File: config.mk
export PLATFORM = sky130hd
export DESIGN_NAME = front_panel_button_led_controller_top
export DESIGN_NICKNAME = d
export VERILOG_FILES = /design/src/sv/fpblc_pkg.sv /design/src/sv/front_panel_button_led_controller_top.sv /design/src/sv/fpblc_core.sv
export SDC_FILE = /design/constraint.sdc
export NUM_CORES = 1
export LEC_CHECK = 0
export BUFFER_PORTS_ARGS = -buffer_cell sky130_fd_sc_hd__buf_4
export CORE_MARGIN = 5
export CORE_UTILIZATION = 35
export DETAILED_ROUTE_END_ITERATION = 7
export PLACE_DENSITY = 0.58
export SLEW_MARGIN = 20
export SYNTH_ARGS = -nofsm -noshare
export SYNTH_HDL_FRONTEND = slang
export SYNTH_SLANG_ARGS = --single-unit
File: constraint.sdc
create_clock -name i_clk -period 4.2 [get_ports i_clk]
set_clock_uncertainty 0.15 [all_clocks]
set_input_delay 1.26 -clock i_clk [delete_from_list [all_inputs] [get_ports i_clk]]
set_output_delay 1.26 -clock i_clk [all_outputs]
set_load 0.005 [all_outputs]
File: src/sv/fpblc_pkg.sv
package fpblc_pkg;

    localparam int TIME_BITS_DEFAULT = 32;

    localparam int CFG_INDEX_W = 2;
    localparam int CFG_DATA_W  = 16;

    localparam logic [7:0]  DEBOUNCE_RESET   = 8'd20;
    localparam logic [15:0] LONG_PRESS_RESET = 16'd1200;

    // Half periods of the blink modes, in ticks.
    localparam int BLINK_SLOW_MS = 1000;
    localparam int BLINK_MID_MS  = 300;
    localparam int BLINK_FAST_MS = 50;

    typedef enum logic [CFG_INDEX_W-1:0] {
        CFG_DEBOUNCE   = 2'd0,
        CFG_LONG_PRESS = 2'd1
    } t_cfg_index;

    typedef enum logic [2:0] {
        LED_OFF   = 3'd0,
        LED_ON    = 3'd1,
        LED_B1000 = 3'd2,
        LED_B300  = 3'd3,
        LED_B50   = 3'd4
    } t_led_mode;

    typedef enum logic [2:0] {
        LCMD_NONE      = 3'd0,
        LCMD_HEAT      = 3'd1,
        LCMD_HEAT_OFF  = 3'd2,
        LCMD_QUICKSTOP = 3'd3,
        LCMD_RETRACT   = 3'd4,
        LCMD_FEED      = 3'd5
    } t_load_cmd;

    typedef enum logic [2:0] {
        PCMD_NONE   = 3'd0,
        PCMD_START  = 3'd1,
        PCMD_PAUSE  = 3'd2,
        PCMD_RESUME = 3'd3,
        PCMD_PARK   = 3'd4,
        PCMD_ABORT  = 3'd5
    } t_print_cmd;

    typedef struct packed {
        logic feed_pressed;
        logic retract_pressed;
        logic print_pressed;
        logic printing_active;
        logic hot_enough;
        logic card_ready;
        logic has_files;
    } t_in_item;

    typedef struct packed {
        logic       led_lit;
        logic [2:0] load_command;
        logic [2:0] print_command;
    } t_out_item;

    typedef struct packed {
        logic [7:0]  debounce_ms;
        logic [15:0] long_press_ms;
    } t_cfg;

endpackage

File: src/sv/front_panel_button_led_controller_top.sv
// Channel   Direction  Handshake                 Payload
// in        input      i_in_valid / o_in_stall   i_in_item  (t_in_item, one tick)
// out       output     o_out_valid / i_out_stall o_out_item (t_out_item)
// cfg       input      i_cfg_valid / o_cfg_ready i_cfg_index, i_cfg_data
//
// One tick per cycle sustained while the output is not stalled; a tick's result passes
// through the input register and the result register around the single step stage.
// Synchronous active-low reset clears all control state and loads the register defaults.
// A stalled output holds its result while one more tick waits in the input register;
// the input stalls only when both registers are full and the output is stalled.
// Configuration writes complete in the cycle they are presented.
module front_panel_button_led_controller_top #(
    parameter int TIME_BITS = fpblc_pkg::TIME_BITS_DEFAULT
) (
    input  logic                                 i_clk,
    input  logic                                 i_rst_n,
    input  logic                                 i_in_valid,
    output logic                                 o_in_stall,
    input  fpblc_pkg::t_in_item                  i_in_item,
    output logic                                 o_out_valid,
    input  logic                                 i_out_stall,
    output fpblc_pkg::t_out_item                 o_out_item,
    input  logic                                 i_cfg_valid,
    output logic                                 o_cfg_ready,
    input  logic [fpblc_pkg::CFG_INDEX_W-1:0]    i_cfg_index,
    input  logic [fpblc_pkg::CFG_DATA_W-1:0]     i_cfg_data
);
    import fpblc_pkg::*;

    logic      r_in_valid;
    t_in_item  r_in_item;
    logic      r_out_valid;
    t_out_item r_out_item;
    t_cfg      r_cfg;
    t_out_item step_result;
    logic      advance;

    assign advance     = r_in_valid && (!r_out_valid || !i_out_stall);
    assign o_in_stall  = r_in_valid && r_out_valid && i_out_stall;
    assign o_out_valid = r_out_valid;
    assign o_out_item  = r_out_item;
    assign o_cfg_ready = 1'b1;

    fpblc_core #(
        .TIME_BITS (TIME_BITS)
    ) u_core (
        .i_clk    (i_clk),
        .i_rst_n  (i_rst_n),
        .i_en     (advance),
        .i_cfg    (r_cfg),
        .i_item   (r_in_item),
        .o_result (step_result)
    );

    always_ff @(posedge i_clk) begin
        if (!i_rst_n) begin
            r_in_valid  <= 1'b0;
            r_out_valid <= 1'b0;
            r_cfg.debounce_ms   <= DEBOUNCE_RESET;
            r_cfg.long_press_ms <= LONG_PRESS_RESET;
        end else begin
            if (i_in_valid && !o_in_stall) begin
                r_in_valid <= 1'b1;
            end else if (advance) begin
                r_in_valid <= 1'b0;
            end
            if (advance) begin
                r_out_valid <= 1'b1;
            end else if (!i_out_stall) begin
                r_out_valid <= 1'b0;
            end
            if (i_cfg_valid && o_cfg_ready) begin
                unique case (i_cfg_index)
                    CFG_DEBOUNCE:   r_cfg.debounce_ms   <= i_cfg_data[7:0];
                    CFG_LONG_PRESS: r_cfg.long_press_ms <= i_cfg_data;
                    default: begin
                    end
                endcase
            end
        end
    end

    always_ff @(posedge i_clk) begin
        if (i_in_valid && !o_in_stall) begin
            r_in_item <= i_in_item;
        end
        if (advance) begin
            r_out_item <= step_result;
        end
    end

    a_pending_kept: assert property (@(posedge i_clk) disable iff (!i_rst_n)
        r_in_valid && r_out_valid && i_out_stall |=> r_in_valid && r_out_valid)
        else $error("pending tick lost while the output was stalled");

    a_result_follows: assert property (@(posedge i_clk) disable iff (!i_rst_n)
        advance |=> r_out_valid)
        else $error("step result not registered");

    a_hold_result: assert property (@(posedge i_clk) disable iff (!i_rst_n)
        r_out_valid && i_out_stall |=> $stable(r_out_item))
        else $error("stalled result changed");

endmodule

File: src/sv/fpblc_core.sv
module fpblc_core #(
    parameter int TIME_BITS = fpblc_pkg::TIME_BITS_DEFAULT
) (
    input  logic                 i_clk,
    input  logic                 i_rst_n,
    input  logic                 i_en,
    input  fpblc_pkg::t_cfg      i_cfg,
    input  fpblc_pkg::t_in_item  i_item,
    output fpblc_pkg::t_out_item o_result
);
    import fpblc_pkg::*;

    typedef enum logic [1:0] {
        LOAD_IDLE     = 2'd0,
        LOAD_DEBOUNCE = 2'd1,
        LOAD_HEAT     = 2'd2,
        LOAD_MACRO    = 2'd3
    } t_load_phase;

    typedef enum logic [1:0] {
        KEY_IDLE     = 2'd0,
        KEY_DEBOUNCE = 2'd1,
        KEY_HELD     = 2'd2
    } t_key_phase;

    typedef enum logic [1:0] {
        PMODE_START  = 2'd0,
        PMODE_PAUSE  = 2'd1,
        PMODE_RESUME = 2'd2
    } t_print_mode;

    logic [TIME_BITS-1:0] r_now, n_now;
    t_led_mode            r_led_mode, n_led_mode;
    t_led_mode            r_last_mode, n_last_mode;
    logic [TIME_BITS-1:0] r_blink_start, n_blink_start;
    logic                 r_led_level, n_led_level;
    t_load_phase          r_load_phase, n_load_phase;
    logic [TIME_BITS-1:0] r_load_stamp, n_load_stamp;
    logic                 r_macro_sent, n_macro_sent;
    t_key_phase           r_key_phase, n_key_phase;
    logic [TIME_BITS-1:0] r_key_stamp, n_key_stamp;
    t_print_mode          r_print_mode, n_print_mode;

    logic                 blink_on;
    logic [TIME_BITS-1:0] half_period;
    logic [TIME_BITS-1:0] full_period;
    logic [TIME_BITS-1:0] phase_start;
    logic [TIME_BITS-1:0] debounce_t;
    logic [TIME_BITS-1:0] short_limit;
    logic                 toggled;
    t_load_cmd            load_cmd;
    t_print_cmd           print_cmd;

    // True while now has not yet reached t, on wrapping time.
    function automatic logic not_reached(input logic [TIME_BITS-1:0] now,
                                         input logic [TIME_BITS-1:0] t);
        logic [TIME_BITS-1:0] diff;
        diff = now - t;
        return diff[TIME_BITS-1];
    endfunction

    assign debounce_t  = TIME_BITS'(i_cfg.debounce_ms);
    assign short_limit = r_key_stamp + TIME_BITS'(i_cfg.long_press_ms) - debounce_t;
    assign toggled     = i_item.feed_pressed | i_item.retract_pressed;
    assign full_period = {half_period[TIME_BITS-2:0], 1'b0};
    assign phase_start = (r_last_mode != r_led_mode) ? r_now : r_blink_start;

    always_comb begin
        blink_on    = 1'b1;
        half_period = '0;
        case (r_led_mode)
            LED_B1000: half_period = TIME_BITS'(BLINK_SLOW_MS);
            LED_B300:  half_period = TIME_BITS'(BLINK_MID_MS);
            LED_B50:   half_period = TIME_BITS'(BLINK_FAST_MS);
            default:   blink_on    = 1'b0;
        endcase
    end

    always_comb begin
        n_now         = r_now + TIME_BITS'(1);
        n_led_mode    = r_led_mode;
        n_last_mode   = r_last_mode;
        n_blink_start = r_blink_start;
        n_led_level   = r_led_level;
        n_load_phase  = r_load_phase;
        n_load_stamp  = r_load_stamp;
        n_macro_sent  = r_macro_sent;
        n_key_phase   = r_key_phase;
        n_key_stamp   = r_key_stamp;
        n_print_mode  = r_print_mode;
        load_cmd      = LCMD_NONE;
        print_cmd     = PCMD_NONE;

        // Status LED, driven from the mode left by the previous tick.
        if (r_led_mode == LED_OFF) begin
            n_led_level = 1'b0;
        end else if (!blink_on) begin
            n_led_level = 1'b1;
        end else begin
            if (r_last_mode != r_led_mode) begin
                n_last_mode   = r_led_mode;
                n_blink_start = r_now;
            end
            if (not_reached(r_now, phase_start + half_period)) begin
                n_led_level = 1'b1;
            end else if (not_reached(r_now, phase_start + full_period)) begin
                n_led_level = 1'b0;
            end else begin
                n_blink_start = r_now;
            end
        end

        // Filament sequencer, held while a print runs.
        if (!i_item.printing_active) begin
            unique case (r_load_phase)
                LOAD_IDLE: begin
                    if (toggled) begin
                        n_load_phase = LOAD_DEBOUNCE;
                        n_load_stamp = r_now;
                    end
                end
                LOAD_DEBOUNCE: begin
                    if (!not_reached(r_now, r_load_stamp + debounce_t)) begin
                        if (toggled) begin
                            load_cmd     = LCMD_HEAT;
                            n_led_mode   = LED_B50;
                            n_load_phase = LOAD_HEAT;
                        end else begin
                            n_load_phase = LOAD_IDLE;
                        end
                    end
                end
                LOAD_HEAT: begin
                    if (!toggled) begin
                        n_led_mode   = LED_ON;
                        n_load_phase = LOAD_IDLE;
                        load_cmd     = LCMD_HEAT_OFF;
                    end else if (i_item.hot_enough) begin
                        n_load_phase = LOAD_MACRO;
                        n_led_mode   = LED_B300;
                    end
                end
                LOAD_MACRO: begin
                    if (!toggled) begin
                        n_macro_sent = 1'b0;
                        n_load_phase = LOAD_IDLE;
                        load_cmd     = LCMD_QUICKSTOP;
                        n_led_mode   = LED_ON;
                    end else if (!r_macro_sent) begin
                        n_macro_sent = 1'b1;
                        load_cmd     = i_item.retract_pressed ? LCMD_RETRACT : LCMD_FEED;
                    end
                end
            endcase
        end

        // Print button; its LED mode overrides the sequencer's.
        unique case (r_key_phase)
            KEY_IDLE: begin
                if (i_item.print_pressed) begin
                    n_key_stamp = r_now;
                    n_key_phase = KEY_DEBOUNCE;
                end
            end
            KEY_DEBOUNCE: begin
                if (!not_reached(r_now, r_key_stamp + debounce_t)) begin
                    n_key_phase = i_item.print_pressed ? KEY_HELD : KEY_IDLE;
                end
            end
            KEY_HELD: begin
                if (!i_item.print_pressed) begin
                    n_key_phase = KEY_IDLE;
                    if (not_reached(r_now, short_limit)) begin
                        case (r_print_mode)
                            PMODE_START: begin
                                if (!i_item.printing_active) begin
                                    if (!i_item.card_ready) begin
                                        n_led_mode = LED_OFF;
                                    end else begin
                                        n_led_mode   = LED_B1000;
                                        n_print_mode = PMODE_PAUSE;
                                        if (i_item.has_files) begin
                                            print_cmd = PCMD_START;
                                        end
                                    end
                                end
                            end
                            PMODE_PAUSE: begin
                                if (i_item.printing_active) begin
                                    n_led_mode   = LED_ON;
                                    print_cmd    = PCMD_PAUSE;
                                    n_print_mode = PMODE_RESUME;
                                end
                            end
                            PMODE_RESUME: begin
                                if (!i_item.printing_active) begin
                                    n_led_mode   = LED_B1000;
                                    print_cmd    = PCMD_RESUME;
                                    n_print_mode = PMODE_PAUSE;
                                end
                            end
                            default: begin
                            end
                        endcase
                    end else begin
                        if (r_print_mode == PMODE_START && !i_item.printing_active) begin
                            n_led_mode = LED_ON;
                            print_cmd  = PCMD_PARK;
                        end else begin
                            n_led_mode = LED_OFF;
                            print_cmd  = PCMD_ABORT;
                        end
                        n_print_mode = PMODE_START;
                    end
                end
            end
            default: begin
                n_key_phase = KEY_IDLE;
            end
        endcase
    end

    assign o_result.led_lit       = n_led_level;
    assign o_result.load_command  = load_cmd;
    assign o_result.print_command = print_cmd;

    always_ff @(posedge i_clk) begin
        if (!i_rst_n) begin
            r_now         <= '0;
            r_led_mode    <= LED_ON;
            r_last_mode   <= LED_OFF;
            r_blink_start <= '0;
            r_led_level   <= 1'b0;
            r_load_phase  <= LOAD_IDLE;
            r_load_stamp  <= '0;
            r_macro_sent  <= 1'b0;
            r_key_phase   <= KEY_IDLE;
            r_key_stamp   <= '0;
            r_print_mode  <= PMODE_START;
        end else if (i_en) begin
            r_now         <= n_now;
            r_led_mode    <= n_led_mode;
            r_last_mode   <= n_last_mode;
            r_blink_start <= n_blink_start;
            r_led_level   <= n_led_level;
            r_load_phase  <= n_load_phase;
            r_load_stamp  <= n_load_stamp;
            r_macro_sent  <= n_macro_sent;
            r_key_phase   <= n_key_phase;
            r_key_stamp   <= n_key_stamp;
            r_print_mode  <= n_print_mode;
        end
    end

    a_tick_advance: assert property (@(posedge i_clk) disable iff (!i_rst_n)
        i_en |=> r_now == $past(r_now) + TIME_BITS'(1))
        else $error("tick counter did not advance with a transfer");

    a_hold_idle: assert property (@(posedge i_clk) disable iff (!i_rst_n)
        !i_en |=> $stable(r_now) && $stable(r_load_phase) && $stable(r_key_phase))
        else $error("state changed without a transfer");

    a_macro_phase: assert property (@(posedge i_clk) disable iff (!i_rst_n)
        r_macro_sent |-> r_load_phase == LOAD_MACRO)
        else $error("macro flag set outside the macro phase");

endmodule

==> results.json <==
{
  "post-route-period-util": 0.987,
  "rows": 72,
  "ys_warn_count": 0,
  "die_height_um": 207,
  "synth_seq_area_share": 0.279,
  "async_flop_share": 0,
  "clock_latency_ns": 0.46,
  "slew_headroom": 0.300,
  "hold_violations": 0,
  "dp_hpwl_um": 26400,
  "num_vias": 11032,
  "htree_levels": 4,
  "status": "complete, no violations",
  "placed_cell_area_um2": 14800,
  "synth_seq_cells": 182,
  "fmaxAchievable_mhz": 241,
  "final_area_um2": 15600,
  "netlist_instances": 1641,
  "critPathCaptureType": "flop",
  "ant_nets": 0,
  "power.static_leakage_nw": 6.84,
  "grt_max_degree": 67,
  "setup_viol": 0,
  "drt_iter0_drc": 622,
  "ys_types": 67,
  "avgRoutedWirePerCell_um": 15.5,
  "p_total_w": 0.00388,
  "worstPathArrival_ns": 4.33,
  "syn_to_final_growth_pct": 14.7,
  "grt_pass1_vias": 11118,
  "cts_sinks": 182,
  "netlist_area_um2": 13600,
  "clockBufferDepth": 2,
  "hold_slack_ns": 0.305,
  "placedCellCount": 2200,
  "powerDensity_nw_per_um2": 250,
  "ir_drop_uv": 196,
  "io_buffers": 38,
  "fin_cells": 2234,
  "r2r_cells": 14,
  "min_path_type": "flop to flop",
  "cts_tree": "yes",
  "fp.dieW_um": 207,
  "setup_ws_ns": 0.0556,
  "drtPass1Iterations": 5,
  "core_um2": 38500,
  "maxCapViolations": 0,
  "required_ns": 4.39,
  "die_area_um2": 42800,
  "final_common_cell": "nand2_1",
  "min_period_ns": 4.14,
  "hold_buffers": 0,
  "worstMarginPinSlew_ns": 1.05,
  "drc": 0,
  "grt.total_usage": 0.169,
  "grt_pass1_wl_um": 57300,
  "postSynthAreaPerCell_um2": 8.27,
  "clk_pin_slew_ns": 0.07,
  "synth_flop_cell": "dfxtp_1",
  "drive_gt1_frac": 0.103,
  "io_pins": 40,
  "layout_common_cells": "295 x nand2_1, 246 x inv_1, 215 x ha_1",
  "viasPerCell": 4.94,
  "slew_violations": 0,
  "cp-start-kind": "flop",
  "initial_core_util": 0.353,
  "fin_nets": 2009,
  "routabilityCongestion": 0.862,
  "dp_slack_ns": -0.344,
  "numCtsBuffers": 17,
  "cts-root-buf": "clkbuf_16",
  "crit_type": "flop to flop",
  "antenna_found_initial": 1,
  "globalRouteOverflowTotal": 0,
  "synth_fp_nets": 1947,
  "wl_um": 34700,
  "antenna_cells": 0,
  "holdPathStages": 2,
  "synth_edf_count": 14,
  "crit_path_max_fanout": 6
}
[power breakdown]
part | internal, W | total [W] | switching, W
Clock | 0.000910 | 0.00165 | 0.000736
Sequential | 0.00177 | 0.00179 | 0.0000208
Combinational | 0.000178 | 0.000447 | 0.000269
[kinds of logic after synthesis]
logic type                 after synthesis  synth area share
DFF                                    182             0.279
AOI/OAI and AO/OA                      273             0.124
adders and majority gates              276             0.287
and+or+nand+nor                        508             0.162
xor gates and xnor gates                41            0.0265
buffers and inverters                  315            0.0888
other                                    1          0.000276
muxes                                   45            0.0332
[synthesized netlist by cell type, types with 5 or more instances]
cell type,count,area [µm²]
nand2_1,297,1110
inv_1,247,927
ha_1,218,2730
dfxtp_1,168,3360
a21oi_1,127,636
nor2_1,90,338
fa_1,58,1160
clkbuf_1,55,206
mux2i_1,45,450
o21ai_0,45,225
xnor2_1,37,324
nand3_1,32,160
a21o_1,24,180
and3_1,14,87.6
edfxtp_1,14,420
nor3_1,13,65.1
o211ai_1,13,97.6
nand4_1,12,75.1
nor4_1,11,68.8
o21a_1,8,60.1
a211oi_1,7,52.6
nand4b_1,7,61.3
buf_2,6,30.0
nor2b_1,6,37.5
a31oi_1,5,31.3
and2_1,5,31.3
[worst max-delay path: stages, from the launching register on]
cell       delay [ns]
dfxtp_1          0.43
fa_1             0.48
fa_1             0.48
ha_1             0.23
a21oi_2          0.16
o21ai_2          0.12
nor4b_4          0.42
nor4_1           0.11
buf_4            0.16
a2111oi_4        0.43
xnor2_2          0.18
buf_6            0.16
nand2b_1         0.12
o211ai_1         0.10
a221o_1          0.29
[per-layer routing]
metal | vias up | part of all wire | GRT usage | wire length (µm)
li1 | 5541 | - | - | -
met1 | 5245 | 0.46 | 0.220 | 16100
met2 | 193 | 0.47 | 0.281 | 16200
met3 | 51 | 0.037 | 0.0284 | 1300
met4 | 2 | 0.033 | 0.0630 | 1140
met5 | - | 0.00023 | 0 | 8
[stage by stage]
step,utilization,TNS [ns]
global placement,0.385,-1.42
global route,0.404,-0.0504
floorplan,-,0
detailed placement,0.385,-1.67
CTS,0.401,0
finish,0.404,0
[registers in the layout (all words and copies together), names as in the netlist]
name	flops
o_out_item	7
o_out_valid	1
u_core.r_led_mode	3
u_core.r_last_mode	3
r_in_item	7
u_core.r_load_stamp	32
u_core.r_load_phase	2
u_core.r_key_phase	2
u_core.r_macro_sent	1
r_cfg	24
u_core.r_now	32
r_in_valid	1
u_core.r_led_level	1
u_core.r_print_mode	2
u_core.r_key_stamp	32
u_core.r_blink_start	32
[repair_timing]
item,in CTS,in global routing
hold endpoints to repair,0,0
gates cloned,0,1
resized for setup,3,24
setup buffers,0,1
pin swaps,0,7
endpoints found under the setup margin,8,37
[cell type report]
class | instances | area (µm²)
well taps | 518 | 648
multi-input cells | 1144 | 8730
clock buffers | 21 | 460
fillers | 3942 | 22900
flip-flops and latches | 182 | 3780
clock inverters | 11 | 126
inverters | 249 | 937
repair buffers | 109 | 873
[final timing paths]
| path | startpoint | end | slack, ns |
|---|---|---|---|
| max | r_cfg[23] | u_core.r_led_mode[0] | 0.06 |
| min | u_core.r_load_stamp[0] | u_core.r_load_stamp[0] | 0.31 |
| max reg2reg | r_cfg[23] | u_core.r_led_mode[0] | 0.06 |
| min reg2reg | u_core.r_load_stamp[0] | u_core.r_load_stamp[0] | 0.31 |
Note: power is estimated with default switching activity, not from simulation.
